## src/rtl/core/asv_pkg.sv

```systemverilog
// ----------------------------------------------------------------------------
// asv_pkg
// Shared types, codes and the pitch table of the sawtooth synthesizer voice.
// ----------------------------------------------------------------------------
package asv_pkg;

  // Envelope fixed point: unsigned Q1.23, full scale 1.0 = 2^23
  localparam int ENV_FRAC_BITS = 23;
  localparam int LEVEL_W       = 24;
  localparam int PHASE_W       = 32;
  localparam int CFG_INDEX_W   = 2;
  localparam logic [LEVEL_W-1:0] ENV_ONE = LEVEL_W'(1) << ENV_FRAC_BITS;

  // Transaction opcodes
  typedef enum logic [1:0] {
    OP_TICK    = 2'd0,
    OP_PRESS   = 2'd1,
    OP_RELEASE = 2'd2
  } opcode_t;

  // Configuration register indexes
  typedef enum logic [CFG_INDEX_W-1:0] {
    REG_ATTACK_STEP   = 2'd0,
    REG_DECAY_STEP    = 2'd1,
    REG_SUSTAIN_LEVEL = 2'd2,
    REG_RELEASE_STEP  = 2'd3
  } cfg_reg_t;

  // Input transaction
  typedef struct packed {
    logic [1:0] opcode;
    logic [3:0] note;
    logic [3:0] octave;
    logic [3:0] volume;
  } item_t;

  // Result transaction
  typedef struct packed {
    logic [7:0]         sample;
    logic [LEVEL_W-1:0] level;
  } result_t;

  // Tick handed from the state stage to the sample stage
  typedef struct packed {
    logic [7:0]         top_byte;
    logic [LEVEL_W-1:0] level;
    logic [3:0]         volume;
  } tick_t;

  // Octave-4 phase steps, C through B
  localparam logic [PHASE_W-1:0] PITCH_TABLE [12] = '{
    32'd51076056, 32'd54113197, 32'd57330935, 32'd60740009,
    32'd64351798, 32'd68178356, 32'd72232452, 32'd76527617,
    32'd81078186, 32'd85899345, 32'd91007186, 32'd96418755
  };

  // Phase step for a note and octave; notes above B act as B
  function automatic logic [PHASE_W-1:0] pitch_step(input logic [3:0] note,
                                                    input logic [3:0] octave);
    logic [3:0]         idx;
    logic [PHASE_W-1:0] s;
    idx = (note > 4'd11) ? 4'd11 : note;
    s   = PITCH_TABLE[idx];
    if (octave > 4'd4) begin
      s = s << (octave - 4'd4);
    end else if (octave < 4'd4) begin
      s = s >> (4'd4 - octave);
    end
    return s;
  endfunction

endpackage

```

## src/rtl/core/asv_item_if.sv

```systemverilog
// ----------------------------------------------------------------------------
// asv_item_if
// Valid/ready channel carrying input transactions of the voice.
// ----------------------------------------------------------------------------
interface asv_item_if import asv_pkg::*; ();
  logic  valid;
  logic  ready;
  item_t payload;

  modport source (output valid, output payload, input ready);
  modport sink   (input valid, input payload, output ready);
endinterface

```

## src/rtl/core/asv_result_if.sv

```systemverilog
// ----------------------------------------------------------------------------
// asv_result_if
// Valid/ready channel carrying result transactions of the voice.
// ----------------------------------------------------------------------------
interface asv_result_if import asv_pkg::*; ();
  logic    valid;
  logic    ready;
  result_t payload;

  modport source (output valid, output payload, input ready);
  modport sink   (input valid, input payload, output ready);
endinterface

```

## src/rtl/core/asv_voice_state.sv

```systemverilog
// ----------------------------------------------------------------------------
// asv_voice_state
// Configuration registers, envelope and phase state; steps the voice once
// per transaction and hands ticks on to the sample stage.
// ----------------------------------------------------------------------------
module asv_voice_state import asv_pkg::*; (
  input  logic                   clk,
  input  logic                   rst,
  input  logic                   cfg_we,
  input  logic [CFG_INDEX_W-1:0] cfg_index,
  input  logic [LEVEL_W-1:0]     cfg_data,
  input  logic                   item_valid,
  input  item_t                  item_q,
  output logic                   item_ready,
  output logic                   mid_valid,
  output tick_t                  mid,
  input  logic                   mid_ready
);

  logic [LEVEL_W-1:0] attack_step, decay_step, sustain_level, release_step;
  logic [PHASE_W-1:0] phase, phase_next;
  logic [LEVEL_W-1:0] envelope, envelope_next;
  logic [PHASE_W-1:0] step_size, step_size_next;
  logic               held, held_next;
  logic               releasing, releasing_next;
  logic               fire, is_tick;
  logic [LEVEL_W:0]   attack_sum, decay_diff;

  assign item_ready = !mid_valid || mid_ready;
  assign fire       = item_valid && item_ready;
  assign is_tick    = item_q.opcode == OP_TICK;

  // Write configuration registers
  always_ff @(posedge clk) begin
    if (rst) begin
      attack_step   <= LEVEL_W'(839);
      decay_step    <= LEVEL_W'(8389);
      sustain_level <= LEVEL_W'(5033165);
      release_step  <= LEVEL_W'(419);
    end else if (cfg_we) begin
      unique case (cfg_reg_t'(cfg_index))
        REG_ATTACK_STEP:   attack_step   <= cfg_data;
        REG_DECAY_STEP:    decay_step    <= cfg_data;
        REG_SUSTAIN_LEVEL: sustain_level <= cfg_data;
        REG_RELEASE_STEP:  release_step  <= cfg_data;
        default:           ;
      endcase
    end
  end

  assign attack_sum = {1'b0, envelope} + {1'b0, attack_step};
  assign decay_diff = {1'b0, envelope} - {1'b0, decay_step};

  // Step the envelope and phase for one transaction
  always_comb begin
    phase_next     = phase;
    envelope_next  = envelope;
    step_size_next = step_size;
    held_next      = held;
    releasing_next = releasing;
    case (item_q.opcode)
      OP_PRESS: begin
        step_size_next = pitch_step(item_q.note, item_q.octave);
        held_next      = 1'b1;
        releasing_next = 1'b0;
      end
      OP_RELEASE: begin
        held_next      = 1'b0;
        releasing_next = 1'b1;
      end
      OP_TICK: begin
        if (held) begin
          if (envelope < ENV_ONE) begin
            envelope_next = (attack_sum > {1'b0, ENV_ONE}) ? ENV_ONE
                                                           : attack_sum[LEVEL_W-1:0];
          end else if (envelope > sustain_level) begin
            // Clamp at sustain, including when the step goes below zero
            envelope_next = (decay_diff[LEVEL_W] ||
                             decay_diff[LEVEL_W-1:0] < sustain_level)
                            ? sustain_level : decay_diff[LEVEL_W-1:0];
          end
        end else if (releasing) begin
          if (envelope <= release_step) begin
            envelope_next  = '0;
            releasing_next = 1'b0;
          end else begin
            envelope_next = envelope - release_step;
          end
        end else begin
          step_size_next = '0;
        end
        // Advance with the step loaded before this tick
        if (envelope_next != '0) begin
          phase_next = phase + step_size;
        end
      end
      default: ;
    endcase
  end

  // Hold voice state between transactions
  always_ff @(posedge clk) begin
    if (rst) begin
      phase     <= '0;
      envelope  <= '0;
      step_size <= '0;
      held      <= 1'b0;
      releasing <= 1'b0;
    end else if (fire) begin
      phase     <= phase_next;
      envelope  <= envelope_next;
      step_size <= step_size_next;
      held      <= held_next;
      releasing <= releasing_next;
    end
  end

  // Pass ticks to the sample stage
  always_ff @(posedge clk) begin
    if (rst) begin
      mid_valid <= 1'b0;
    end else if (item_ready) begin
      mid_valid <= fire && is_tick;
    end
  end

  always_ff @(posedge clk) begin
    if (fire && is_tick) begin
      mid.top_byte <= phase_next[PHASE_W-1 -: 8];
      mid.level    <= envelope_next;
      mid.volume   <= item_q.volume;
    end
  end

  a_env_bound: assert property (@(posedge clk) disable iff (rst)
    envelope <= ENV_ONE)
    else $error("envelope above full scale");

  a_gate_exclusive: assert property (@(posedge clk) disable iff (rst)
    !(held && releasing))
    else $error("held and releasing both set");

  a_phase_only_on_tick: assert property (@(posedge clk) disable iff (rst)
    !(fire && is_tick) |=> $stable(phase))
    else $error("phase moved without a tick");

endmodule

```

## src/rtl/core/asv_sample_out.sv

```systemverilog
// ----------------------------------------------------------------------------
// asv_sample_out
// Scales the sawtooth by the envelope and volume and holds the result
// transaction until the receiver takes it.
// ----------------------------------------------------------------------------
module asv_sample_out import asv_pkg::*; (
  input  logic          clk,
  input  logic          rst,
  input  logic          mid_valid,
  input  tick_t         mid,
  output logic          mid_ready,
  asv_result_if.source  result
);

  logic                       neg;
  logic [7:0]                 mag;
  logic [8+LEVEL_W-1:0]       prod;
  logic [7:0]                 scaled;
  logic signed [8:0]          signed_v, shifted_v;
  logic [3:0]                 sh;
  logic [7:0]                 sample_next;

  assign mid_ready = !result.valid || result.ready;

  // Sign and magnitude of the top phase byte minus 128
  assign neg = !mid.top_byte[7];
  assign mag = neg ? (8'd128 - mid.top_byte) : (mid.top_byte - 8'd128);

  // Scale by the level, truncating toward zero, then floor-shift by volume
  assign prod      = {{LEVEL_W{1'b0}}, mag} * {8'b0, mid.level};
  assign scaled    = prod[ENV_FRAC_BITS +: 8];
  assign signed_v  = neg ? -$signed({1'b0, scaled}) : $signed({1'b0, scaled});
  assign sh        = (mid.volume > 4'd8) ? 4'd0 : (4'd8 - mid.volume);
  assign shifted_v = signed_v >>> sh;
  assign sample_next = shifted_v[7:0] + 8'd128;

  // Hold the result until taken
  always_ff @(posedge clk) begin
    if (rst) begin
      result.valid <= 1'b0;
    end else if (mid_ready) begin
      result.valid <= mid_valid;
    end
  end

  always_ff @(posedge clk) begin
    if (mid_valid && mid_ready) begin
      result.payload.sample <= sample_next;
      result.payload.level  <= mid.level;
    end
  end

endmodule

```

## src/rtl/core/adsr_sawtooth_voice.sv

```systemverilog
// ----------------------------------------------------------------------------
// adsr_sawtooth_voice
// One synthesizer voice: sawtooth phase accumulator shaped by an ADSR
// envelope.
// ----------------------------------------------------------------------------
// Usage:
//   item   - valid/ready input channel. Opcode tick steps the envelope and
//            phase and yields one result; press loads the pitch step and
//            starts attack; release starts release. Press, release and the
//            unused opcode yield no result.
//   result - valid/ready output channel: 8-bit sample centered at 128 and
//            the Q1.23 envelope level after the tick.
//   cfg_we/cfg_index/cfg_data - register writes, taken on any edge with
//            cfg_we high; write only while the voice is idle.
// Path: a tick passes the input register, the state stage and the result register.
// Throughput: one transaction per cycle when not stalled; the voice state
//   (phase, envelope, step) updates as each is taken, so each tick follows
//   the previous one directly, and the multiply sits in its own stage behind it.
// Reset: envelope, phase and step clear, the gate is off, the registers
//   return to their defaults and both channels empty.
// Stall: a held result blocks the sample stage, then the state stage, then
//   the input register; nothing is dropped.
// ----------------------------------------------------------------------------
module adsr_sawtooth_voice import asv_pkg::*; (
  input  logic                   clk,
  input  logic                   rst,
  input  logic                   cfg_we,
  input  logic [CFG_INDEX_W-1:0] cfg_index,
  input  logic [LEVEL_W-1:0]     cfg_data,
  asv_item_if.sink               item,
  asv_result_if.source           result
);

  logic  item_valid, item_ready;
  item_t item_q;
  logic  mid_valid, mid_ready;
  tick_t mid;

  assign item.ready = !item_valid || item_ready;

  // Register the incoming transaction
  always_ff @(posedge clk) begin
    if (rst) begin
      item_valid <= 1'b0;
    end else if (item.ready) begin
      item_valid <= item.valid;
    end
  end

  always_ff @(posedge clk) begin
    if (item.valid && item.ready) begin
      item_q <= item.payload;
    end
  end

  asv_voice_state u_state (
    .clk        (clk),
    .rst        (rst),
    .cfg_we     (cfg_we),
    .cfg_index  (cfg_index),
    .cfg_data   (cfg_data),
    .item_valid (item_valid),
    .item_q     (item_q),
    .item_ready (item_ready),
    .mid_valid  (mid_valid),
    .mid        (mid),
    .mid_ready  (mid_ready)
  );

  asv_sample_out u_sample (
    .clk       (clk),
    .rst       (rst),
    .mid_valid (mid_valid),
    .mid       (mid),
    .mid_ready (mid_ready),
    .result    (result)
  );

  a_level_bound: assert property (@(posedge clk) disable iff (rst)
    result.valid |-> result.payload.level <= ENV_ONE)
    else $error("result level above full scale");

endmodule
```

## src/flat_wrapper.sv

```systemverilog
// flat-port wrapper written by rule: the top's interface ports become plain ports
module adsr_sawtooth_voice_flat import asv_pkg::*;
  (clk, rst, cfg_we, cfg_index, cfg_data, item_valid, item_payload, item_ready, result_valid, result_payload, result_ready);
  asv_item_if item_i ();
  asv_result_if result_i ();
  input  logic clk;
  input  logic rst;
  input  logic cfg_we;
  input  logic [CFG_INDEX_W-1:0] cfg_index;
  input  logic [LEVEL_W-1:0] cfg_data;
  input wire logic [$bits(item_i.valid)-1:0] item_valid;
  input wire logic [$bits(item_i.payload)-1:0] item_payload;
  output wire logic [$bits(item_i.ready)-1:0] item_ready;
  output wire logic [$bits(result_i.valid)-1:0] result_valid;
  output wire logic [$bits(result_i.payload)-1:0] result_payload;
  input wire logic [$bits(result_i.ready)-1:0] result_ready;
  assign item_i.valid = item_valid;
  assign item_i.payload = item_payload;
  assign item_ready = item_i.ready;
  assign result_valid = result_i.valid;
  assign result_payload = result_i.payload;
  assign result_i.ready = result_ready;
  adsr_sawtooth_voice u_core (.clk(clk), .rst(rst), .cfg_we(cfg_we), .cfg_index(cfg_index), .cfg_data(cfg_data), .item(item_i), .result(result_i));
endmodule
```

## config.mk

```make
export PLATFORM = sky130hd
export DESIGN_NAME = adsr_sawtooth_voice_flat
export DESIGN_NICKNAME = d
export VERILOG_FILES = /design/src/rtl/core/asv_pkg.sv /design/src/rtl/core/asv_item_if.sv /design/src/rtl/core/asv_result_if.sv /design/src/rtl/core/asv_voice_state.sv /design/src/rtl/core/asv_sample_out.sv /design/src/rtl/core/adsr_sawtooth_voice.sv /design/src/flat_wrapper.sv
export SDC_FILE = /design/constraint.sdc
export NUM_CORES = 1
export LEC_CHECK = 0
export BUFFER_PORTS_ARGS = -buffer_cell sky130_fd_sc_hd__clkbuf_2
export CAP_MARGIN = 0
export CORE_AREA = 2 2 228 230
export CTS_BUF_LIST = sky130_fd_sc_hd__clkbuf_16
export DETAILED_ROUTE_END_ITERATION = 10
export DIE_AREA = 0 0 230 232
export GPL_TIMING_DRIVEN = 0
export PLACE_DENSITY = 0.7
export SYNTH_ARGS = -nofsm -noshare
export SYNTH_HDL_FRONTEND = slang
export SYNTH_SLANG_ARGS = --single-unit
```

## constraint.sdc

```tcl
create_clock -name clk -period 19 [get_ports clk]
set_input_delay 3.8 -clock clk [delete_from_list [all_inputs] [get_ports clk]]
set_output_delay 3.8 -clock clk [all_outputs]
set_load 0.02 [all_outputs]
```

Word level (Yosys, flattened, before mapping)
Memories as Yosys holds them, arrays and structs flattened.
Index checks and enable logic that the tools add are counted.
{"block": "word_totals", "out_inout_bits": 34, "reg_bits": 271, "input_bits": 45, "romBits": 512, "n_memories": 1}
{"block": "op_classes", "n_lt_le_gt_ge": 10, "eq_ne": 7, "mul": 1, "add_sub_neg": 11, "n_reduce_logical": 25, "muxes": 27, "n_shift": 3, "n_bitwise": 1}
{"memory": "(no name shown)", "depth": 16, "width": 32, "read_ports": 1, "rd_clocked_by_memory_dff": 0, "wr": 0, "line_no": "asv_pkg.sv:63", "source": "s = PITCH_TABLE[idx];"}
{"op": "$mux 32", "count": 8}
{"op": "$mux 24", "count": 9}
{"op": "$pmux 32 s2", "count": 1}
{"op": "$add 32x32->32", "count": 1}
{"op": "$shl 32x4->32", "count": 1}
{"op": "$shr 32x4->32", "count": 1}
{"op": "$mul 8x24->31", "count": 1}
{"op": "$add 24x24->25", "count": 1}
{"op": "$gt 25x24->1 const B", "count": 1}
{"op": "$sub 24x24->25", "count": 1}
{"op": "$gt 24x24->1", "count": 1}
{"op": "$le 24x24->1", "count": 1}
{"op": "$lt 24x24->1", "count": 1}
{"op": "$lt 24x24->1 const B", "count": 1}
{"op": "$reduce_bool 24->1", "count": 1}
{"op": "$sub 24x24->24", "count": 1}
{"op": "$reduce_and 2->1", "count": 5}
{"op": "$mux 9", "count": 1}
{"op": "$neg 8->9", "count": 1}
{"op": "$sshr 9x4->8", "count": 1}
{"op": "$add 8x8->8 const B", "count": 1}
{"op": "$gt 4x4->1 const B", "count": 2}
{"op": "$mux 4", "count": 2}
{"op": "$mux 8", "count": 1}
{"op": "other kinds (23)", "count": 40}

Logic depth before layout (Yosys ltp)
{"block": "logic_depth", "depth_word": 11, "depth_mapped": 33, "depth_no_buf": 31}

Hierarchy
Synthesis repeated with hierarchy kept, for this count alone.
{"block": "unflattened", "cells_unflattened": 3563, "hier_area_um2": 28036.9}
{"mod": "asv_voice_state", "area_each_um2": 19685.1, "cells_per_inst": 2657, "n_inst": 1, "seq_area_each_um2": 4824.6}
{"mod": "asv_sample_out", "area_each_um2": 7876.3, "cells_per_inst": 887, "n_inst": 1, "seq_area_each_um2": 980.9}
{"mod": "adsr_sawtooth_voice", "area_each_um2": 475.5, "cells_per_inst": 19, "n_inst": 1, "seq_area_each_um2": 440.4}

Worst setup path after synthesis
Ideal clock, no wire load.
{"block": "synth_path", "kind": "input-to-output", "start": "in result_ready", "end": "out item_ready", "arrival_time_ns": 4.265, "slack_ns": 10.935, "stages": 2, "n_path_buf": 0, "path_cell_list": "nor2b_1 > nand3_1"}
{"block": "synth_between", "elab_chain_cells": 3}
{"item": "start: declaration", "line_no": "flat_wrapper.sv:16", "source": "input wire logic [$bits(result_i.ready)-1:0] result_ready;"}
{"item": "$logic_or 1x1->1", "line_no": "asv_sample_out.sv:23", "source": "assign mid_ready = !result.valid || result.ready;"}
{"item": "$logic_or 1x1->1", "line_no": "asv_voice_state.sv:29", "source": "assign item_ready = !mid_valid || mid_ready;"}
{"item": "$logic_or 1x1->1", "line_no": "adsr_sawtooth_voice.sv:39", "source": "assign item.ready = !item_valid || item_ready;"}
{"item": "end: declaration", "line_no": "flat_wrapper.sv:13", "source": "output wire logic [$bits(item_i.ready)-1:0] item_ready;"}
Every way passes these cells.

Worst setup path in the final report
{"block": "layout_path", "start": "reg u_core.u_state.mid[28] (netlist name)", "end": "reg u_core.u_sample.result.payload[25] (netlist name)"}
{"block": "layout_between", "elab_chain_cells": 7, "word_cells_on_any_way": 8, "cone_classes": "add/sub (4); mul (1); shift (1); mux (2)"}
{"item": "$sub 8x8->8", "line_no": "asv_sample_out.sv:27", "source": "assign mag = neg ? (8'd128 - mid.top_byte) : (mid.top_byte - 8'd128);"}
{"item": "$mux 8 *", "line_no": "asv_sample_out.sv:27"}
{"item": "$mul 8x24->31 *", "line_no": "asv_sample_out.sv:30", "source": "assign prod = {{LEVEL_W{1'b0}}, mag} * {8'b0, mid.level};"}
{"item": "$neg 8->9", "line_no": "asv_sample_out.sv:32", "source": "assign signed_v = neg ? -$signed({1'b0, scaled}) : $signed({1'b0, scaled});"}
{"item": "$mux 9 *", "line_no": "asv_sample_out.sv:32"}
{"item": "$sshr 9x4->8 *", "line_no": "asv_sample_out.sv:34", "source": "assign shifted_v = signed_v >>> sh;"}
{"item": "$add 8x8->8 *", "line_no": "asv_sample_out.sv:35", "source": "assign sample_next = shifted_v[7:0] + 8'd128;"}
{"item": "named net u_core.u_sample.sample_next[1]", "line_no": "asv_sample_out.sv:21", "source": "logic [7:0] sample_next;"}
Mark *: on every way through the listed nets, which the timed path passes. The rest lies on a longest branch.
A chain may end at the register's enable or synchronous reset.

==> impl_summary.txt <==
----------------------------------------------------
[STA]
  Total setup violations reported at the end of the flow ... 0
  Final worst path period need ... 9290 ps
  Setup_tns ... 0 ps
  RSZ-0062 raised after global routing ... no
  Final Cycle Share ... 48.9%
  Transition time at the pin with the least slew margin ... 1230 ps
  Largest clock skew in the final design ... 19.3 ps
  Normalized max-slew margin ... 17.9%
  Number of hold violations in the final report ... 0
  Final Max Tran Viols ... 0
  Fmax ... 108 MHz

[Setup path]
  Worst setup EP type ... flip-flop
  Cell occurring most often along the worst timing path ... inv_1
  Slowest-stage cell, CP ... nor4_2
  Peak per-stage delay on the critical path ... 910 ps
  Launching element of the worst setup path ... u_core.u_state.mid[28]
  Required arrival time at the worst endpoint ... 19,350 ps
  Startpoint types ... flip-flop
  Highest fanout seen on the critical path ... 10
  R2r endpoint ... u_core.u_sample.result.payload[25]
  WP data arrival ... 9640 ps
  Reg2reg path depth ... 28
  Critical path start-end classification ... flip-flop to flip-flop
  Reg-to-reg setup timing slack ... 9710 ps
  Critical register-to-register path startpoint ... u_core.u_state.mid[28]
  Setup crit end ... u_core.u_sample.result.payload[25]

[Global route]
  Maximum number of pins on one net before global-route repair ... 37
  First-pass GRT wire length ... 134 mm
  Via count of the first global-routing pass ... 24.4k
  Antenna violations before repair ... 0
  Global-route total usage across every layer ... 31.7%
  Total global routing overflow ... 0

[Detailed routing]
  Via count ... 25.3k
  Remaining number of nets flagged by the antenna check after routing ... 0
  Detailed-routing iteration count for the pre-antenna-repair pass ... 5
  DRC marker count from the first detailed-route iteration ... 2,378
  Vias per std cell ... 5.96
  Routed wire per std cell ... 20.1 µm
  Wire length reported by the detailed router ... 85.4 mm
  Residual DRC count ... 0

[Synthesis]
  Number of cells produced by synthesis ... 3,426
  Dominant synthesized flop cell ... dfxtp_1
  Number of nets in the synthesized netlist ... 3,818
  Number of enable-type register cells in the synthesized netlist ... 82
  Syn Std Cell Area ... 27,100 µm²
  Post-synth ARST share ... 0%
  Mean area per synthesized cell ... 7.92 µm²
  Warnings from Yosys ... 0
  Count of different cell masters after synthesis ... 92
  Sequential-to-total area share from yosys stat ... 23.0%
  Flip-flop and latch count after synthesis ... 271

[Clocking]
  Sink Count ... 271
  Clk_lat worst skew ... 560 ps
  Post-CTS Setup Inserts ... 0
  Post-CTS resize count ... 0
  CTS clock-pin slew for the worst setup and hold paths ... 60 ps
  Hold-fix buffers at CTS ... 0
  H-Tree Depth ... 2
  CTS buffer count ... 34
  CTS tree ... done
  Number of buffers between clock root and the deepest sink ... 3
  Clock Root Buffer ... clkbuf_16

[Final layout]
  Layout Utilization ... 58.1%
  Net count, final ... 3,933
  Fillcell total ... 4,873
  Most frequent cells in the layout ... nand2_1 (523), inv_1 (304), a21oi_1 (277)
  Number of diodes added for antenna fixing ... 0
  Share of post-route cells with drive strength above 1 ... 6.37%
  Area taken by flip-flops and latches ... 6250 µm²
  Most common library cell in the layout ignoring fill and taps ... nand2_1
  Area occupied by multi-input gates ... 19,100 µm²
  Area growth from synthesis to final layout ... 8.97%

[Die]
  Row count ... 83
  Overall die area ... 53,400 µm²
  Std-Cell Core Area ... 50,900 µm²
  Die X ... 230 µm
  Vert. Die Dim ... 232 µm
  IO Count ... 79
  Starting Density ... 53.3%

[Pwr]
  Power density over the cells ... 75.4 nW/µm²
  Lkg Pwr ... 12.5 nW
  VDD IR-drop max ... 0.0000622 V

[Placed design]
  Port-buffer cells ... 76
  Routability congestion estimate ... 1.05
  Detail Placement HPWL ... 67.5 mm

[Outcome]
  Outcome ... finished clean

[Worst hold path]
  Type of the tightest min-delay check ... flip-flop to flip-flop

[Run]
  Maximum capacitance violations ... 0

----------------------------------------------------
-- flip-flops by register name, summed over array words and instances (netlist names), 14 cells and up --
name,count
u_core.u_state.mid,36
u_core.u_sample.result.payload,32
u_core.u_state.phase,32
u_core.u_state.step_size,32
u_core.u_state.attack_step,24
u_core.u_state.decay_step,24
u_core.u_state.envelope,24
u_core.u_state.release_step,24
u_core.u_state.sustain_level,24
u_core.item_q,14
-- worst min-delay path by stage --
stage / depth (start not counted) / slack [ps] / end / start
after detailed placement: 0 / 400 / u_core.u_state.mid[2] / u_core.item_q[2]
after CTS: 0 / 420 / u_core.u_state.mid[2] / u_core.item_q[2]
after global placement: 0 / 400 / u_core.u_state.mid[0] / u_core.item_q[0]
final: 0 / 420 / u_core.u_state.mid[2] / u_core.item_q[2]
after global routing: 0 / 420 / u_core.u_state.mid[2] / u_core.item_q[2]
after floorplan: 0 / 400 / u_core.u_state.mid[0] / u_core.item_q[0]
-- critical path, delay by kind of cell, from the launching register on --
family	cells	cell delay (ps)
XOR/XNOR	2	640
AO/OA/AOI/OAI	6	1460
multiplexers	1	310
AND/OR/NAND/NOR	6	2330
adder cells (fa/ha/maj)	6	2640
buffers and inverters	7	1250
flip-flops	1	450
-- cell families (layout without fill, tap and decap cells) --
kind of cell             after synthesis  after routing  synth area share, %
AND/OR/NAND/NOR                     1201           1201                 20.5
AO/OA/AOI/OAI                        909            909                 21.9
buffers and inverters                475            614                 6.73
adder cells (fa/ha/maj)              347            347                 19.7
flip-flops                           271            271                 23.0
multiplexers                         123            123                 4.91
XOR/XNOR                             100            100                 3.23
-- cells in the mapped netlist (12+ instances only) --
master    instances  area, µm²
nand2_1         523       1960
inv_1           301       1130
a21oi_1         277       1390
nor2_1          230        863
ha_1            213       2670
dfxtp_1         189       3780
o21ai_0         175        876
clkbuf_1        148        556
fa_1            134       2680
nor2b_1          90        563
and2_1           83        519
edfxtp_1         82       2460
mux2i_1          77        771
o211ai_1         77        578
xnor2_1          69        604
nand3_1          67        335
nor3_1           53        265
a21o_1           51        383
o21a_1           38        285
mux2_2           35        394
a211oi_1         33        248
nand2b_1         32        200
xor2_1           31        272
nand4_1          29        181
a22oi_1          24        180
a31oi_1          22        138
or3_1            21        131
a221oi_1         19        166
and3_1           17        106
a221o_1          15        150
o21bai_1         15        113
o22ai_1          15       93.8
nor4_1           13       81.3
o221ai_1         13        114
a32oi_1          12        105
or2_2            12       75.1
-- final cells by class --
class	instances	area share (%)
Multi-Input combinational cell	2680	64.5
Sequential cell	271	21.1
Inverter	304	3.86
Clock buffer	37	3.13
Tap cell	680	2.88
Buffer	171	2.32
Timing Repair Buffer	79	1.48
Clock inverter	23	0.690
-- metal layers --
layer / part of all wire [%] / vias to the layer above / global-route usage, %
met4: 4.0 / 0 / 12.6
met5: 0 / - / 0
met1: 44 / 11900 / 43.6
met3: 8.1 / 193 / 4.64
met2: 44 / 1019 / 50.1
li1: - / 12200 / -
-- where the power goes --
part	internal (mW)	total, mW	switching (mW)
logic	0.346	0.930	0.584
registers	0.615	0.629	0.0149
clock network	0.395	0.672	0.277
total	1.36	2.23	0.876
-- metrics by stage --
step | power [mW] | cell area (µm²) | worst slack [ps] | cells | hold slack, ps
after floorplan | 1.33 | 27100 | 10930 | 3426 | 400
after global placement | 1.55 | 28400 | 9850 | 4182 | 404
after detailed placement | 1.55 | 28400 | 9800 | 4185 | 405
after CTS | 2.23 | 29600 | 9740 | 4245 | 419
after global routing | 2.38 | 29600 | 9180 | 4245 | 422
final | 2.23 | 29600 | 9710 | 4245 | 418
(Power assumes the default switching activity.)
